## src/odfg_pkg.sv

```systemverilog
package odfg_pkg;

	// fixed constants and widths of the datapath
	localparam int PCT = 100;
	localparam int MIN_LIST_RATIO = 6;
	localparam int DIV_W = 23;
	localparam int DEN_W = 16;
	localparam int QUEUE_DEPTH = 2;
	localparam int QPTR_W = 1;

	// divide by one hundred as (x * 5243) >> 19, exact for x up to 12800
	localparam int PCT_RECIP = 5243;
	localparam int PCT_SHIFT = 19;

	typedef enum logic [1:0] {
		OP_TICK  = 2'd0,
		OP_IDLE  = 2'd1,
		OP_APPLY = 2'd2
	} opcode_t;

	typedef enum logic [1:0] {
		MODE_PERF = 2'd0,
		MODE_SAVE = 2'd1,
		MODE_OD   = 2'd2
	} mode_t;

	typedef enum logic [1:0] {
		ST_NONE   = 2'd0,
		ST_ACCEPT = 2'd1,
		ST_REJECT = 2'd2
	} status_t;

	typedef enum logic [2:0] {
		REG_MODE     = 3'd0,
		REG_MAX      = 3'd1,
		REG_INTERVAL = 3'd2,
		REG_UP       = 3'd3,
		REG_DOWN     = 3'd4
	} cfg_reg_t;

	typedef enum logic [2:0] {
		CMD_NOP,
		CMD_TICK,
		CMD_IDLE,
		CMD_CLEAR,
		CMD_REQ
	} cmd_kind_t;

	typedef enum logic [2:0] {
		B_IDLE,
		B_EXEC,
		B_DIV1,
		B_CLASS,
		B_DIV2,
		B_REQ,
		B_EMIT
	} back_state_t;

	typedef struct packed {
		logic [1:0]  opcode;
		logic [31:0] timer_now;
	} in_item_t;

	typedef struct packed {
		logic       write_valid;
		logic [7:0] write_ratio;
		logic [1:0] set_status;
		logic [7:0] held_ratio;
	} out_item_t;

	typedef struct packed {
		logic [1:0]  mode;
		logic [7:0]  max_ratio;
		logic [15:0] interval;
		logic [6:0]  up;
		logic [6:0]  down;
	} cfg_t;

	typedef struct packed {
		cmd_kind_t   kind;
		logic [7:0]  ratio;
		logic [31:0] now;
	} cmd_t;

endpackage

```

## src/odfg_front.sv

```systemverilog
module odfg_front import odfg_pkg::*; (
	input  in_item_t item,
	input  cfg_t     cfg,
	output cmd_t     cmd
);

	// classify one event against the current governor setup
	always_comb begin
		cmd.kind = CMD_NOP;
		cmd.ratio = cfg.max_ratio;
		cmd.now = item.timer_now;
		case (item.opcode)
			OP_TICK: begin
				if (cfg.max_ratio != 8'd0 && cfg.mode == MODE_OD) cmd.kind = CMD_TICK;
			end
			OP_IDLE: begin
				if (cfg.mode == MODE_OD) cmd.kind = CMD_IDLE;
			end
			OP_APPLY: begin
				case (cfg.mode)
					MODE_PERF: begin
						if (cfg.max_ratio != 8'd0) cmd.kind = CMD_REQ;
					end
					MODE_SAVE: begin
						if (cfg.max_ratio != 8'd0) cmd.kind = CMD_REQ;
						cmd.ratio = {1'b0, cfg.max_ratio[7:1]};
					end
					MODE_OD: begin
						cmd.kind = CMD_CLEAR;
					end
					default: begin
						cmd.kind = CMD_NOP;
					end
				endcase
			end
			default: begin
				cmd.kind = CMD_NOP;
			end
		endcase
	end

endmodule

```

## src/odfg_queue.sv

```systemverilog
module odfg_queue import odfg_pkg::*; (
	input  logic clk,
	input  logic arst_n,
	input  logic push,
	input  cmd_t push_data,
	output logic full,
	input  logic pop,
	output logic not_empty,
	output cmd_t head
);

	localparam int CNT_W = $clog2(QUEUE_DEPTH + 1);

	cmd_t              mem_q [QUEUE_DEPTH];
	logic [QPTR_W-1:0] wr_ptr_q;
	logic [QPTR_W-1:0] rd_ptr_q;
	logic [CNT_W-1:0]  count_q;

	assign full = (count_q == CNT_W'(QUEUE_DEPTH));
	assign not_empty = (count_q != '0);
	assign head = mem_q[rd_ptr_q];

	function automatic logic [QPTR_W-1:0] next_ptr(input logic [QPTR_W-1:0] p);
		next_ptr = (p == QPTR_W'(QUEUE_DEPTH - 1)) ? '0 : p + 1'b1;
	endfunction

	// pointers and fill level
	always_ff @(posedge clk or negedge arst_n) begin
		if (!arst_n) begin
			wr_ptr_q <= '0;
			rd_ptr_q <= '0;
			count_q <= '0;
		end else begin
			if (push) wr_ptr_q <= next_ptr(wr_ptr_q);
			if (pop) rd_ptr_q <= next_ptr(rd_ptr_q);
			if (push && !pop) count_q <= count_q + 1'b1;
			else if (pop && !push) count_q <= count_q - 1'b1;
		end
	end

	// entry storage
	always_ff @(posedge clk) begin
		if (push) mem_q[wr_ptr_q] <= push_data;
	end

endmodule

```

## src/odfg_div.sv

```systemverilog
module odfg_div import odfg_pkg::*; (
	input  logic             clk,
	input  logic             arst_n,
	input  logic             start,
	input  logic [DIV_W-1:0] dividend,
	input  logic [DEN_W-1:0] divisor,
	output logic             done,
	output logic [DIV_W-1:0] quotient
);

	localparam int CNT_W = $clog2(DIV_W);

	logic [DIV_W-1:0] quo_q;
	logic [DEN_W-1:0] rem_q;
	logic [DEN_W-1:0] den_q;
	logic [CNT_W-1:0] cnt_q;
	logic             run_q;
	logic             done_q;
	logic [DEN_W:0]   trial;
	logic [DEN_W:0]   diff;
	logic             ge;

	// one restoring step per cycle
	assign trial = {rem_q, quo_q[DIV_W-1]};
	assign diff = trial - {1'b0, den_q};
	assign ge = (trial >= {1'b0, den_q});
	assign done = done_q;
	assign quotient = quo_q;

	// control
	always_ff @(posedge clk or negedge arst_n) begin
		if (!arst_n) begin
			run_q <= 1'b0;
			done_q <= 1'b0;
			cnt_q <= '0;
		end else begin
			done_q <= 1'b0;
			if (start) begin
				run_q <= 1'b1;
				cnt_q <= '0;
			end else if (run_q) begin
				cnt_q <= cnt_q + 1'b1;
				if (cnt_q == CNT_W'(DIV_W - 1)) begin
					run_q <= 1'b0;
					done_q <= 1'b1;
				end
			end
		end
	end

	// shift registers for remainder and quotient
	always_ff @(posedge clk) begin
		if (start) begin
			quo_q <= dividend;
			rem_q <= '0;
			den_q <= divisor;
		end else if (run_q) begin
			quo_q <= {quo_q[DIV_W-2:0], ge};
			rem_q <= ge ? diff[DEN_W-1:0] : trial[DEN_W-1:0];
		end
	end

endmodule

```

## src/odfg_back.sv

```systemverilog
module odfg_back import odfg_pkg::*; #(
	parameter int LIST_ENTRIES = 16
) (
	input  logic      clk,
	input  logic      arst_n,
	input  cfg_t      cfg,
	input  logic      q_valid,
	input  cmd_t      q_head,
	output logic      pop,
	output logic      out_valid,
	input  logic      out_ready,
	output out_item_t out_data
);

	back_state_t      state_q, state_d;
	cmd_t             cur_q;
	logic [15:0]      idle_q, total_q, total_next;
	logic [31:0]      last_q;
	logic [7:0]       active_q;
	logic [6:0]       usage_q;
	logic             high_q;
	logic [7:0]       req_q;
	logic             res_wv_q;
	logic [7:0]       res_wr_q;
	logic [1:0]       res_st_q;
	logic             out_valid_q;
	out_item_t        out_q;
	logic             div_start, div_done, out_load;
	logic [DIV_W-1:0] div_quot;
	logic [DIV_W-1:0] prod_idle;
	logic [14:0]      prod_span;
	logic [14:0]      span_prod_q;
	logic [27:0]      recip_prod;
	logic [7:0]       pct_quot;
	logic [7:0]       min_r, span, base, lo, hi;
	logic [8:0]       hi_w, interp;
	logic [7:0]       clamped;
	logic             due, req_ok, go_max, go_min;

	// allowed ratio window
	always_comb begin
		min_r = {1'b0, cfg.max_ratio[7:1]};
		span = cfg.max_ratio - min_r;
		base = (min_r < 8'(MIN_LIST_RATIO)) ? 8'(MIN_LIST_RATIO) : min_r;
		hi_w = {1'b0, base} + 9'(LIST_ENTRIES - 1);
		if (cfg.max_ratio < base) begin
			lo = cfg.max_ratio;
			hi = cfg.max_ratio;
		end else begin
			lo = base;
			hi = (hi_w > {1'b0, cfg.max_ratio}) ? cfg.max_ratio : hi_w[7:0];
		end
	end

	// load decisions
	assign total_next = total_q + 16'd1;
	assign due = ((cur_q.now - last_q) >= {16'd0, cfg.interval});
	assign go_max = high_q || (usage_q > cfg.up);
	assign go_min = (usage_q < cfg.down);
	assign req_ok = (cfg.max_ratio != 8'd0) && (req_q >= lo) && (req_q <= hi)
		&& (req_q != 8'd0);

	// interpolated ratio, span times usage over one hundred
	assign prod_span = span * usage_q;
	assign recip_prod = {13'd0, span_prod_q} * 28'(PCT_RECIP);
	assign pct_quot = recip_prod[PCT_SHIFT +: 8];
	assign interp = {1'b0, min_r} + {1'b0, pct_quot};
	assign clamped = (interp < {1'b0, lo}) ? lo :
		(interp > {1'b0, hi}) ? hi : interp[7:0];

	// idle percentage divider operands
	assign prod_idle = {7'd0, idle_q} * DIV_W'(PCT);

	odfg_div u_div (
		.clk      (clk),
		.arst_n   (arst_n),
		.start    (div_start),
		.dividend (prod_idle),
		.divisor  (total_next),
		.done     (div_done),
		.quotient (div_quot)
	);

	// state register
	always_ff @(posedge clk or negedge arst_n) begin
		if (!arst_n) state_q <= B_IDLE;
		else state_q <= state_d;
	end

	// next state and control
	always_comb begin
		state_d = state_q;
		pop = 1'b0;
		div_start = 1'b0;
		out_load = 1'b0;
		case (state_q)
			B_IDLE: begin
				if (q_valid) begin
					pop = 1'b1;
					state_d = B_EXEC;
				end
			end
			B_EXEC: begin
				case (cur_q.kind)
					CMD_TICK: begin
						if (!due) state_d = B_EMIT;
						else if (total_next != 16'd0) begin
							div_start = 1'b1;
							state_d = B_DIV1;
						end else state_d = B_CLASS;
					end
					CMD_REQ: state_d = B_REQ;
					default: state_d = B_EMIT;
				endcase
			end
			B_DIV1: begin
				if (div_done) state_d = B_CLASS;
			end
			B_CLASS: begin
				if (go_max || go_min) state_d = B_REQ;
				else state_d = B_DIV2;
			end
			B_DIV2: state_d = B_REQ;
			B_REQ: state_d = B_EMIT;
			B_EMIT: begin
				if (!out_valid_q || out_ready) begin
					out_load = 1'b1;
					state_d = B_IDLE;
				end
			end
			default: state_d = B_IDLE;
		endcase
	end

	// governor counters, active ratio and output flag
	always_ff @(posedge clk or negedge arst_n) begin
		if (!arst_n) begin
			idle_q <= '0;
			total_q <= '0;
			last_q <= '0;
			active_q <= '0;
			out_valid_q <= 1'b0;
		end else begin
			if (state_q == B_EXEC) begin
				case (cur_q.kind)
					CMD_IDLE: idle_q <= idle_q + 16'd1;
					CMD_TICK: total_q <= total_next;
					CMD_CLEAR: begin
						idle_q <= '0;
						total_q <= '0;
						last_q <= cur_q.now;
					end
					default: ;
				endcase
			end
			if (state_q == B_CLASS) begin
				idle_q <= '0;
				total_q <= '0;
				last_q <= cur_q.now;
			end
			if (state_q == B_REQ && req_ok) active_q <= req_q;
			if (out_load) out_valid_q <= 1'b1;
			else if (out_ready) out_valid_q <= 1'b0;
		end
	end

	// working payload
	always_ff @(posedge clk) begin
		if (pop) cur_q <= q_head;
		case (state_q)
			B_EXEC: begin
				res_wv_q <= 1'b0;
				res_wr_q <= '0;
				res_st_q <= ST_NONE;
				usage_q <= '0;
				high_q <= 1'b0;
				req_q <= cur_q.ratio;
			end
			B_DIV1: begin
				if (div_done) begin
					high_q <= (div_quot > DIV_W'(PCT));
					usage_q <= 7'(PCT) - div_quot[6:0];
				end
			end
			B_CLASS: begin
				if (go_max) req_q <= cfg.max_ratio;
				else if (go_min) req_q <= min_r;
				else span_prod_q <= prod_span;
			end
			B_DIV2: begin
				req_q <= clamped;
			end
			B_REQ: begin
				res_wv_q <= req_ok;
				res_wr_q <= req_ok ? req_q : 8'd0;
				res_st_q <= req_ok ? ST_ACCEPT : ST_REJECT;
			end
			default: ;
		endcase
		if (out_load) begin
			out_q.write_valid <= res_wv_q;
			out_q.write_ratio <= res_wr_q;
			out_q.set_status <= res_st_q;
			out_q.held_ratio <= active_q;
		end
	end

	assign out_valid = out_valid_q;
	assign out_data = out_q;

	// divider results arrive only while a division is awaited
	a_div_done_state: assert property (@(posedge clk) disable iff (!arst_n)
		div_done |-> (state_q == B_DIV1))
		else $error("divider finished outside a division state");

	// a loaded result is presented on the next cycle
	a_out_load: assert property (@(posedge clk) disable iff (!arst_n)
		out_load |=> out_valid_q)
		else $error("result beat lost after load");

	// the active ratio moves only on a granted request
	a_active_change: assert property (@(posedge clk) disable iff (!arst_n)
		!$stable(active_q) |-> $past(state_q) == B_REQ)
		else $error("active ratio changed outside request check");

endmodule

```

## src/ondemand_frequency_governor_top.sv

```systemverilog
// Ondemand frequency governor.
// Input channel (in_valid/in_ready/in_data) takes one event per beat: a timer
// tick, an idle mark or an apply-governor request, with the current timer.
// Output channel (out_valid/out_ready/out_data) returns exactly one result per
// event: write flag, ratio written, request status and the active ratio.
// Config channel (cfg_valid/cfg_ready/cfg_index/cfg_data) writes the mode,
// max ratio, check interval and the two load thresholds; it is always ready
// and is meant to be written only while no event is in flight.
// Events are decoded on entry and held in a two-entry queue; a back-end
// sequencer executes them one at a time and owns all governor state.
// Per event the sequencer steps as follows: idle marks, plain ticks and clears
// go from execute to emit; apply requests pass the request check first; a
// tick that evaluates load runs the 23-step radix-2 divider for the idle
// percentage (skipped when the tick count wrapped to zero), then classifies
// the load, interpolates with a reciprocal multiply when needed and checks
// the request. It takes the next event only after emitting the last result.
// While the receiver stalls the result holds in the output register, the
// sequencer finishes one more event and the queue keeps taking beats until
// full. Reset clears the counters, the active ratio, the queue and loads the
// default register values.
module ondemand_frequency_governor_top import odfg_pkg::*; #(
	parameter int LIST_ENTRIES = 16
) (
	input  logic        clk,
	input  logic        arst_n,
	input  logic        in_valid,
	output logic        in_ready,
	input  in_item_t    in_data,
	output logic        out_valid,
	input  logic        out_ready,
	output out_item_t   out_data,
	input  logic        cfg_valid,
	output logic        cfg_ready,
	input  logic [2:0]  cfg_index,
	input  logic [15:0] cfg_data
);

	cfg_t cfg_q;
	cmd_t in_cmd, q_head;
	logic q_full, q_valid, q_pop;

	assign cfg_ready = 1'b1;
	assign in_ready = !q_full;

	// configuration registers
	always_ff @(posedge clk or negedge arst_n) begin
		if (!arst_n) begin
			cfg_q.mode <= MODE_PERF;
			cfg_q.max_ratio <= 8'd0;
			cfg_q.interval <= 16'd100;
			cfg_q.up <= 7'd80;
			cfg_q.down <= 7'd20;
		end else if (cfg_valid) begin
			case (cfg_index)
				REG_MODE: cfg_q.mode <= cfg_data[1:0];
				REG_MAX: cfg_q.max_ratio <= cfg_data[7:0];
				REG_INTERVAL: cfg_q.interval <= cfg_data;
				REG_UP: cfg_q.up <= cfg_data[6:0];
				REG_DOWN: cfg_q.down <= cfg_data[6:0];
				default: ;
			endcase
		end
	end

	odfg_front u_front (
		.item (in_data),
		.cfg  (cfg_q),
		.cmd  (in_cmd)
	);

	odfg_queue u_queue (
		.clk       (clk),
		.arst_n    (arst_n),
		.push      (in_valid && !q_full),
		.push_data (in_cmd),
		.full      (q_full),
		.pop       (q_pop),
		.not_empty (q_valid),
		.head      (q_head)
	);

	odfg_back #(
		.LIST_ENTRIES (LIST_ENTRIES)
	) u_back (
		.clk       (clk),
		.arst_n    (arst_n),
		.cfg       (cfg_q),
		.q_valid   (q_valid),
		.q_head    (q_head),
		.pop       (q_pop),
		.out_valid (out_valid),
		.out_ready (out_ready),
		.out_data  (out_data)
	);

endmodule

```

## config.mk

```make
export PLATFORM = sky130hd
export DESIGN_NAME = ondemand_frequency_governor_top
export DESIGN_NICKNAME = d
export VERILOG_FILES = /design/src/odfg_pkg.sv /design/src/odfg_front.sv /design/src/odfg_queue.sv /design/src/odfg_div.sv /design/src/odfg_back.sv /design/src/ondemand_frequency_governor_top.sv
export SDC_FILE = /design/constraint.sdc
export NUM_CORES = 1
export LEC_CHECK = 0
export BUFFER_PORTS_ARGS = -buffer_cell sky130_fd_sc_hd__buf_2
export CORE_UTILIZATION = 46
export CTS_CLUSTER_DIAMETER = 100
export CTS_CLUSTER_SIZE = 14
export DETAILED_ROUTE_END_ITERATION = 8
export HOLD_SLACK_MARGIN = 0.12
export MAX_ROUTING_LAYER = met4
export PLACE_DENSITY = 0.65
export REMOVE_ABC_BUFFERS = 1
export SLEW_MARGIN = 10
export SYNTH_ARGS = -nofsm -noshare
export SYNTH_HDL_FRONTEND = slang
export SYNTH_SLANG_ARGS = --single-unit
```

## constraint.sdc

```tcl
create_clock -name clk -period 7.6 [get_ports clk]
set_clock_uncertainty 0.15 [all_clocks]
set_input_delay 0.76 -clock clk [delete_from_list [all_inputs] [get_ports clk]]
set_output_delay 0.76 -clock clk [all_outputs]
set_load 0.01 [all_outputs]
```

==> results of run 1 <==
[power breakdown]
group	leakage (nW)	total (mW)	internal, mW	switching, mW
Combinational	9.18	4.03	1.84	2.20
Sequential	3.78	2.62	2.56	0.0529
Clock	0.417	1.48	0.764	0.720
Total	13.4	8.14	5.17	2.97
[worst min-delay path by stage]
stage               slack, ns                             start                             end  cells past startpoint
finish                   0.20                       in_data[15]  u_queue.mem_q[0][15]$_DFFE_PP_                      1
global route             0.17                       in_data[17]  u_queue.mem_q[1][17]$_DFFE_PP_                      1
CTS                      0.17                       in_data[18]  u_queue.mem_q[0][18]$_DFFE_PP_                      1
detailed placement       0.26  u_back.res_wr_q[1]$_SDFFCE_PN0P_   u_back.out_data[11]$_DFFE_PP_                      0
global placement         0.25  u_back.res_wr_q[0]$_SDFFCE_PN0P_   u_back.out_data[10]$_DFFE_PP_                      0
floorplan                0.25  u_back.res_wr_q[0]$_SDFFCE_PN0P_   u_back.out_data[10]$_DFFE_PP_                      0
[kinds of logic (layout without fill, tap and decap cells)]
family | Yosys count | count (layout) | share of synthesized area, %
mux | 121 | 121 | 4.90
buf+inv | 412 | 635 | 5.97
fa+ha+maj | 443 | 443 | 24.1
other cells | 1 | 4 | 0.0142
compound gates | 458 | 458 | 11.2
xor+xnor | 129 | 129 | 4.27
simple gates | 582 | 582 | 10.4
flops | 372 | 372 | 39.2
[layout make-up]
class,instances,share of cell area [%]
clock inverter,1,0.0542
timing repair buffer,226,5.10
inverter,353,4.42
tap,756,3.15
clock buffer,55,2.89
antenna,3,0.0250
sequential,372,34.6
multi-input combinational,1734,49.8
[layout by cell type, fill, tap and decap left out, types with 77 or more instances in the layout]
cell type  instances
a21oi_1           96
o21ai_0          127
fa_1             111
edfxtp_1         227
inv_1            341
ha_1             314
dfrtp_1          118
xnor2_1           80
buf_2             77
nor2_1           130
buf_4            142
nand2_1          215
[registers in the layout, summed over array words and instances (netlist names), 3 cells and up]
register and cells:
u_queue.mem_q 86, u_back.cur_q 43, cfg_q 40, u_back.last_q 32, u_back.u_div.quotient 23, u_back.out_data 19
u_back.idle_q 16, u_back.total_q 16, u_back.u_div.den_q 16, u_back.u_div.rem_q 16, u_back.span_prod_q 15, u_back.active_q 8
u_back.req_q 8, u_back.res_wr_q 8, u_back.usage_q 7, u_back.u_div.cnt_q 5, u_back.state_q 3
[metrics by stage]
step	util [%]	cells	hold slack (ns)
final	53.0	3500	0.202
after floorplan	-	2459	0.250
after detailed placement	50.3	3410	0.255
after global placement	50.3	3410	0.254
after global routing	53.0	3500	0.174
after CTS	52.6	3489	0.171
[routing by layer]
layer  up-vias  wire [um]  GRT usage [%]
met4         0        987           4.34
met5         -          0              -
met1      8914      25700           25.6
li1       9116          -              -
met2       303      28100           34.8
met3        71       2090           2.18
[what timing repair did]
| item | in CTS | in global routing |
|---|---|---|
| setup endpoints to repair | 8 | 8 |
| pin swaps | 45 | 25 |
| hold endpoints to repair | 62 | 0 |
| setup buffers | 22 | 8 |
| resized for setup | 43 | 33 |
| hold buffers | 1 | 0 |
[worst max-delay path, delay by kind of cell, from the launching register on]
kind            cells  cell delay [ns]
compound gates     16             2.70
flops               1             0.52
buf+inv             4             0.42
simple gates        2             0.15
xor+xnor            2             0.29
fa+ha+maj           8             3.07
mux                 2             0.58
[Yosys cell counts (5+ instances only)]
master | count | area, um2
nor4_1 | 13 | 81.3
fa_1 | 112 | 2240
nand3_1 | 35 | 175
nor2b_1 | 20 | 125
or4_1 | 5 | 37.5
buf_2 | 6 | 30.0
nand2_1 | 216 | 811
dfrtp_1 | 120 | 3000
dfstp_2 | 7 | 184
and3_1 | 17 | 106
inv_1 | 349 | 1310
o221ai_1 | 7 | 61.3
and4_1 | 6 | 52.6
xnor2_1 | 83 | 727
edfxtp_1 | 227 | 6820
o21ai_0 | 132 | 661
a21o_1 | 43 | 323
o31ai_1 | 6 | 45.0
nand2b_1 | 25 | 156
o21ai_1 | 9 | 45.0
ha_1 | 331 | 4140
mux2_2 | 67 | 754
and2_1 | 29 | 181
a31oi_1 | 11 | 68.8
o21bai_1 | 17 | 128
a211oi_1 | 12 | 90.1
mux2i_1 | 52 | 521
a22oi_1 | 7 | 52.6
or3_1 | 6 | 37.5
dfxtp_1 | 18 | 360
o21a_1 | 20 | 150
clkbuf_1 | 48 | 180
a21oi_1 | 107 | 536
a21boi_0 | 7 | 52.6
xor2_1 | 46 | 403
o211ai_1 | 15 | 113
nor3_1 | 32 | 160
nand4_1 | 20 | 125
a211oi_2 | 12 | 150
nor2_1 | 134 | 503
==> impl_metrics.json, run 1 <==
{
  "outcome": "finished with violations",
  "violations": "negative setup slack",
  "worstSetupStartpointType": "flip-flop",
  "yosysWarnings": 0,
  "synth-async-reset-ratio_pct": 34.1,
  "grt_pass1_wl_mm": 94.5,
  "cts.htree.levels": 1,
  "grt.total_usage_pct": 20.2,
  "yosysUniqueCellTypes": 87,
  "fp.dieArea_um2": 58500,
  "rsz0062_at_grt": "true",
  "rows": 87,
  "cts_buffers": 30,
  "cts.sinks": 372,
  "cts_buffer_depth": 3,
  "p_total_mw": 8.14,
  "rr_endpoint": "u_back.req_q[0]$_DFFE_PP_",
  "grt_overflow": 0,
  "vdd_drop_max_mv": 0.602,
  "antenna_found_initial": 4,
  "drv_cap": 0,
  "area_growth_pct": 13.3,
  "start_util_pct": 46.7,
  "cpMaxStageDelayCell": "edfxtp_1",
  "drtIter0Drc": 834,
  "gp_congestion": 0.879,
  "min_period_ns": 8.11,
  "seq_area_frac_synth_pct": 39.2,
  "path_class": "reg2reg",
  "final.fill_count": 5002,
  "dpl.hpwl_mm": 42.6,
  "synth.avg_cell_area_um2": 10.5,
  "clock_latency_ns": 0.60,
  "syn_area_um2": 26500,
  "vias_per_cell": 5.26,
  "p_leak_nw": 13.4,
  "cts_root_buffer": "clkbuf_16",
  "fmax_mhz": 123,
  "crit_start": "u_back.span_prod_q[10]$_DFFE_PP_",
  "crit_path_end": "u_back.req_q[0]$_DFFE_PP_",
  "worst_r2r_startpoint": "u_back.span_prod_q[10]$_DFFE_PP_",
  "tns_ns": -2.70,
  "drive_above_1_share_pct": 15.6,
  "cpMostUsedCell": "a21o_1",
  "r2r_cells": 34,
  "r2r_setup_slack_ns": -0.51,
  "ys.flop_type": "edfxtp_1",
  "critPathMaxStageDelay_ns": 0.52,
  "seq_area_um2": 10400,
  "grt_pass1_vias": 19100,
  "die_h_um": 242,
  "core_region_area_um2": 56600,
  "path_clk_slew_ns": 0.07,
  "final_nets": 3218,
  "ios": 80,
  "grt_max_degree": 66,
  "postLayoutCellArea_um2": 30000,
  "hold_path.class": "in2reg",
  "cp_max_fo": 4,
  "io_buffers": 78,
  "finalMaxSlewViolations": 0,
  "firstDrtPassIters": 5,
  "pwr_density_cell_nw_per_um2": 271,
  "cts_tree": "built",
  "worst_slack_ns": -0.514,
  "multi_input_area_um2": 14900,
  "vias": 18400,
  "relSlewSlack_pct": 19.9,
  "postSynthCellCount": 2518,
  "place_area_um2": 28500,
  "fin_crit_sh_pct": 107,
  "timing_worst_slew_pin_value_ns": 1.20,
  "drc": 0,
  "finalWirelength_mm": 56.9,
  "setup_viol": 8,
  "synth_edf_count": 227,
  "critPathRequiredTime_ns": 7.80,
  "yosys_register_bits": 372,
  "post_drt_wl_per_cell_um": 16.3,
  "cp-end-kind": "flip-flop",
  "ant_nets": 0,
  "critPathArrivalTime_ns": 8.31,
  "finalHoldViolations": 0,
  "die_w_um": 242,
  "pre_cts_slack_ns": -1.13
}
No activity file was read; power rests on OpenSTA's default activity.
==> run 2: changes to the inputs <==
Settings changed: PLACE_DENSITY 0.65 to 0.67.
==> run 2 against run 1 <==
Against the previous run:
- the run still ends with negative setup slack left
- sequential power is essentially flat
- clock power grew 5%
- non-clock buffer count shrank 11
- cell count shrank 0.34%
- routed wire length grew 0.55%
- first-iteration DRC count grew 34%
- count of clock-buffer cells in the layout shrank 2
- flip-flop and latch count is the same
- largest cell class unchanged
==> impl_metrics.json, run 2 (synthesized netlist as in run 1, its figures left out) <==
{
  "cts_root_buffer": "clkbuf_16",
  "largest_reg_flops": 86,
  "min_period_ns": 8.03,
  "vdd_drop_max_mv": 0.479,
  "n_antenna_cell": 0,
  "worst_slack_ns": -0.428,
  "cts_tree": "built",
  "antenna_found_initial": 0,
  "clock_latency_ns": 0.61,
  "power.internal_mw": 5.23,
  "hold_depth": 1,
  "hold_path.class": "in2reg",
  "finalHoldViolations": 0,
  "grt_pass1_vias": 19300,
  "grt.total_usage_pct": 20.4,
  "worstSetupStartpointType": "flip-flop",
  "io_buffers": 78,
  "pwr-share-clk_pct": 18.8,
  "postLayoutCellArea_um2": 30100,
  "finalWirelength_mm": 57.2,
  "dpl.hpwl_mm": 43.0,
  "cpMostUsedCell": "a21o_1",
  "timing_worst_slew_pin_value_ns": 1.18,
  "vias_per_cell": 5.31,
  "largest-register": "u_queue.mem_q",
  "fin_crit_sh_pct": 106,
  "finalMaxSlewViolations": 0,
  "cts_buffers": 31,
  "power.share.sequential_pct": 32.0,
  "outcome": "finished with violations",
  "p_leak_nw": 13.4,
  "path_buf_inv": 4,
  "fp.dieArea_um2": 58500,
  "place_area_um2": 28500,
  "rows": 87,
  "drv_cap": 0,
  "final_common_cell": "inv_1",
  "area_growth_pct": 13.7,
  "multi_input_area_um2": 15000,
  "cts_buffer_depth": 3,
  "die_h_um": 242,
  "grt_pass1_wl_mm": 95.3,
  "cp.depth": 34,
  "core_region_area_um2": 56600,
  "swShare_pct": 36.6,
  "violations": "negative setup slack",
  "cts.sinks": 372,
  "path_clk_slew_ns": 0.07,
  "setup_viol": 8,
  "final.fill_count": 4970,
  "final_nets": 3208,
  "cp_max_fo": 2,
  "start_util_pct": 46.7,
  "drive_above_1_share_pct": 15.5,
  "crit_family": "adder cells",
  "p_switching_mw": 3.02,
  "post_drt_wl_per_cell_um": 16.4,
  "grt_overflow": 0,
  "die_w_um": 242,
  "ios": 80,
  "relSlewSlack_pct": 21.4,
  "critPathMaxStageDelay_ns": 0.51,
  "tns_ns": -1.72,
  "drtIter0Drc": 1117,
  "pwr-share-comb_pct": 49.2,
  "cp-end-kind": "flip-flop",
  "drc": 0,
  "cpMaxStageDelayCell": "fa_1",
  "ant_nets": 0,
  "vias": 18500,
  "fmax_mhz": 125,
  "cts.htree.levels": 1,
  "pwr_density_cell_nw_per_um2": 274,
  "rsz0062_at_grt": "true",
  "layout_common_cells": "inv_1, ha_1, edfxtp_1",
  "reg.largest.list": "u_queue.mem_q x86, u_back.cur_q x43, cfg_q x40",
  "critPathArrivalTime_ns": 8.23,
  "critPathRequiredTime_ns": 7.80,
  "grt_max_degree": 77,
  "r2r_cells": 34,
  "path_class": "reg2reg",
  "gp_congestion": 0.892,
  "firstDrtPassIters": 5,
  "seq_area_um2": 10400
}
-- run 2: worst register-to-register path: cells and delay by family, from the launching register on --
family | cells | cell delay, ns
fa+ha+maj | 8 | 3.08
compound gates | 15 | 2.48
mux | 2 | 0.59
buf+inv | 4 | 0.44
flops | 1 | 0.42
simple gates | 3 | 0.32
xor+xnor | 2 | 0.30
-- run 2: area by class of cell --
type | instances | area share (%)
Clock buffer | 53 | 2.85
Inverter | 353 | 4.40
Multi-Input combinational cell | 1734 | 49.9
Timing Repair Buffer | 215 | 4.98
Tap cell | 756 | 3.14
Sequential cell | 372 | 34.5
Clock inverter | 5 | 0.237
-- run 2: path summary, 6_finish.rpt --
path,endpoint,startpoint,slack [ns]
worst max-delay path,u_back.req_q[0]$_DFFE_PP_,u_back.span_prod_q[8]$_DFFE_PP_,-0.43
worst min-delay path,u_queue.mem_q[1][5]$_DFFE_PP_,in_data[5],0.18
worst max register to register,u_back.req_q[0]$_DFFE_PP_,u_back.span_prod_q[8]$_DFFE_PP_,-0.43
worst min register to register,u_back.out_data[14]$_DFFE_PP_,u_back.res_wr_q[4]$_SDFFCE_PN0P_,0.27
max in group asynchronous,u_queue.rd_ptr_q$_DFFE_PN0P_,arst_n,5.29
min in group asynchronous,u_back.idle_q[12]$_DFFE_PN0P_,arst_n,0.52
-- run 2: metal layers --
layer	vias to the layer above	track usage (%)	wire length, um
met5	-	-	0
met3	81	1.91	1910
met2	328	35.2	28100
li1	9115	-	-
met1	8992	25.8	26000
met4	0	4.73	1190
-- run 2: repair_timing --
| item | 4_1_cts | 5_1_grt |
|---|---|---|
| hold endpoints to repair | 54 | 0 |
| hold buffers | 1 | 0 |
| setup endpoints to repair | 8 | 8 |
| pin swaps | 58 | 18 |
| resized for setup | 65 | 27 |
| setup buffers | 16 | 6 |
| cloned | 0 | 1 |
-- run 2: through the flow --
step	power (mW)	hold WS, ns	utilization (%)	instances	worst slack [ns]
after floorplan	5.67	0.250	-	2459	-0.971
after global placement	6.46	0.251	50.3	3407	-0.750
after detailed placement	6.58	0.258	50.3	3407	-0.997
after CTS	8.22	0.147	52.8	3482	-0.328
after global routing	8.95	0.163	53.2	3488	-0.741
final	8.25	0.180	53.2	3488	-0.428
-- run 2: power by group through the flow --
| stage | combinational (mW) | sequential, mW | clock [mW] |
|---|---|---|---|
| after global routing | 4.64 | 2.65 | 1.66 |
| after floorplan | 3.01 | 2.66 | 0 |
| after CTS | 3.98 | 2.64 | 1.60 |
| after detailed placement | 3.90 | 2.68 | 0 |
| after global placement | 3.79 | 2.67 | 0 |
| final | 4.06 | 2.64 | 1.55 |
